### config.mk
export PLATFORM = sky130hd
export DESIGN_NAME = lhct_ram
export DESIGN_NICKNAME = d
export VERILOG_FILES = /design/src/lfu_hit_counter_table_core_assert.svh /design/src/lhct_ram.sv
export SDC_FILE = /design/constraint.sdc
export NUM_CORES = 1
export LEC_CHECK = 0
export ABC_AREA = 1
export BUFFER_PORTS_ARGS = -buffer_cell sky130_fd_sc_hd__buf_2
export CAP_MARGIN = 20
export CORE_MARGIN = 2
export CORE_UTILIZATION = 57
export DETAILED_ROUTE_END_ITERATION = 10
export HOLD_SLACK_MARGIN = 0.05
export PLACE_DENSITY = 0.75
export SYNTH_ARGS = -nofsm -noshare
export SYNTH_HDL_FRONTEND = slang
export SYNTH_SLANG_ARGS = --single-unit
### constraint.sdc
create_clock -name i_clk -period 1.3 [get_ports i_clk]
set_input_delay 0.26 -clock i_clk [delete_from_list [all_inputs] [get_ports i_clk]]
set_output_delay 0.26 -clock i_clk [all_outputs]
set_load 0.02 [all_outputs]
### src/lfu_hit_counter_table_core_assert.svh
// Assertion macros shared by the hit counter table RTL.
`ifndef LFU_HIT_COUNTER_TABLE_CORE_ASSERT_SVH
`define LFU_HIT_COUNTER_TABLE_CORE_ASSERT_SVH

// Same-cycle implication, checked on every rising edge out of reset.
`define LHCT_ASSERT_NOW(lbl, ante, cons, msg) \
    lbl: assert property (@(posedge i_clk) disable iff (!i_rst_n) (ante) |-> (cons)) \
        else $error(msg);

// Next-cycle implication, checked on every rising edge out of reset.
`define LHCT_ASSERT_NEXT(lbl, ante, cons, msg) \
    lbl: assert property (@(posedge i_clk) disable iff (!i_rst_n) (ante) |=> (cons)) \
        else $error(msg);

`endif

### src/lhct_ram.sv
// Generic single-port-write, registered-read RAM.
`default_nettype none

module lhct_ram #(
    parameter int WIDTH = 8,
    parameter int DEPTH = 16
) (
    input  wire logic                       i_clk,
    input  wire logic                       i_we,
    input  wire logic [$clog2(DEPTH)-1:0]   i_waddr,
    input  wire logic [WIDTH-1:0]           i_wdata,
    input  wire logic                       i_re,
    input  wire logic [$clog2(DEPTH)-1:0]   i_raddr,
    output logic      [WIDTH-1:0]           o_rdata
);

    logic [WIDTH-1:0] r_mem [DEPTH];

    always_ff @(posedge i_clk) begin
        if (i_we) begin
            r_mem[i_waddr] <= i_wdata;
        end
        if (i_re) begin
            o_rdata <= r_mem[i_raddr];
        end
    end

endmodule

`default_nettype wire
==> reports/metrics.csv <==
stage,metric,value,unit
outcome,run_status,finished with violations,
outcome,failed_checks,setup timing,
pwr,irDropWorstVdd,1090,uV
grt,first_global_vias,3874,
clocking,cts_hold_buffers,0,
sta,fin_worst_hold_slack,111,ps
placed_design,post_place_worst_slack,-197,ps
logic_synthesis,mapped_cell_area,5850,um^2
grt,globalRouteTotalUtil,25.8,%
sta,final-hold-violation-count,0,
finish,mostFrequentLayoutCell,sky130_fd_sc_hd__nand2_1,
logic_synthesis,synth_top_area_share,69.8,%
route,drt.antenna.violating_nets,0,
logic_synthesis,syn-num-nets,570,
clocking,clk-insertion-delay-late,530,ps
route,dr.first_iter.drc_count,381,
grt,antenna_found_initial,0,
clocking,htree_num_levels,4,
clocking,numCtsBuffers,17,
pwr,leakage,2.96,nW
finish,final-instance-count-excl-fill,745,
clocking,clk_pin_slew,60,ps
route,1st_pass_router_iterations,5,
worst_setup_path,critPathKind,reg2out,
worst_setup_path,timing.critical_path.fanout_max,1,
sta,period_utilisation_layout,105,%
run,drv_cap,0,
logic_synthesis,synth_area_leader_cell,sky130_fd_sc_hd__edfxtp_1,
pwr,finalPower,9.99,mW
worst_setup_path,worst_path_largest_cell_delay,430,ps
placed_design,post_dp_cell_area,6240,um^2
sta,maximum_clock_skew_at_final_layout,12.5,ps
floorplanning,design.portCount,27,
route,post_drt_wl_per_cell,17.7,um
sta,worst-slew-pin-transition,621,ps
pwr,powerDensity,1460,nW/um^2
floorplanning,core_area,9860,um^2
worst_setup_path,critical_path.startpoint_type,flop,
min_path,worstHoldPathType,in2reg,
sta,setup_ws,-67.2,ps
logic_synthesis,yosys_warnings,0,
placed_design,dp_cells,713,
sta,setup_viol_count_final,8,
finish,antenna-diode-count,0,
worst_setup_path,endpoint_kind,output pin,
finish,num-nets-final,618,
worst_setup_path,cp.buffers_inverters,1,
placed_design,dpl.hpwl,7.99,mm
clocking,cts.sinks,136,
floorplanning,start_util,59.3,%
worst_setup_path,cp_data_arrival_time,1110,ps
grt,globalRoute.totalOverflow,0,
logic_synthesis,post_synth_num_cell_types,11,
route,avgViaCountPerCell,5.39,
route,route.final.wire_length,13.2,mm
logic_synthesis,ys_seq_elements,136,
worst_setup_path,worst_path_max_delay_cell,sky130_fd_sc_hd__edfxtp_1,
finish,final_layout_size_suffix_gt1_share,14.1,%
clocking,clock_tree_from_tritoncts,built,
worst_setup_path,critical_path.cell_chain,buf_6,
floorplanning,die_w,105,um
clocking,cts-root-buf,sky130_fd_sc_hd__clkbuf_8,
sta,timing.final.crit_period,1370,ps
floorplanning,die_y,105,um
finish,mostFrequentLayoutCells,"sky130_fd_sc_hd__nand2_1, sky130_fd_sc_hd__edfxtp_1, sky130_fd_sc_hd__inv_1",
grt,grt_start_max_net_pins,46,
finish,post-route-util,69.2,%
sta,slew_headroom,58.6,%
placed_design,finalWeightedCongestion,0.883,
route,post-route-drc-count,0,
finish,area_growth,16.8,%
floorplanning,std_cell_rows,36,
route,vias,4017,
sta,setup_tns,-220,ps
floorplanning,floorplan.die_area,11100,um^2
worst_setup_path,critical_path_required,1040,ps
logic_synthesis,synth_area_leaders,"sky130_fd_sc_hd__edfxtp_1, sky130_fd_sc_hd__nand2_1, sky130_fd_sc_hd__nand3_1, sky130_fd_sc_hd__inv_1, sky130_fd_sc_hd__buf_6",
logic_synthesis,postSynthAreaPerCell,10.6,um^2
worst_setup_path,cp_top_family,flip-flops,
clocking,max-clock-path-buffers,2,
clocking,post-cts-setup-buffer-count,0,
logic_synthesis,seq_area_frac_synth,69.8,%
sta,clock.fmax,731,MHz
placed_design,io_buffers,26,
sta,timing_max_transition_violations_final,0,
sta,grt_setup_unrepaired,true,
logic_synthesis,post_synth_inst_count,551,
finish,postLayoutCellArea,6830,um^2
clocking,cts_resized,6,
grt,grt_first_pass_wirelength,21.0,mm
==> area by class of cell <==
| class | instances | area [um^2] |
|---|---|---|
| Timing Repair Buffer | 53 | 439 |
| Multi-Input combinational cell | 289 | 1210 |
| Clock inverter | 15 | 130 |
| Inverter | 102 | 383 |
| Clock buffer | 17 | 414 |
| Tap cell | 133 | 166 |
| Fill cell | 670 | 3030 |
| Sequential cell | 136 | 4080 |
==> synth_stat cells (all sizes together) <==
library cell	number
nand3b	2
nand2	173
nand3	97
nor2	17
edfxtp	136
buf	24
inv	102
==> sequential cells by signal, summed over array words and instances (netlist names) <==
| register | cells |
|---|---|
| o_rdata | 8 |
| r_mem | 128 |
==> power breakdown <==
| group | internal, mW | switching [mW] |
|---|---|---|
| Clock | 2.53 | 1.81 |
| Combinational | 0.220 | 0.459 |
| Sequential | 4.94 | 0.0311 |
==> final timing paths <==
kind,startpoint,to,slack (ps),cells after the start
max,o_rdata[7],o_rdata[7],-70,1
min,i_re,o_rdata[1],110,1
max reg2reg,r_mem[3][2],o_rdata[2],110,6
min reg2reg,r_mem[8][6],o_rdata[6],750,6
==> routing by layer <==
layer / vias to the layer above / track usage, % / part of all wire [%]
met5: - / 0 / 0
met4: 0 / 11.4 / 3.0
met3: 33 / 5.69 / 7.8
met2: 207 / 38.6 / 46
met1: 1895 / 36.8 / 43
li1: 1882 / - / -
==> cell families (layout without fill, tap and decap cells) <==
kind of cell  count (synthesis)  count (layout)  synth area share [%]
flops                       136             136                  69.8
simple gates                289             289                  20.8
buf+inv                     126             187                  9.39
No activity file was read; power rests on OpenSTA's default activity.
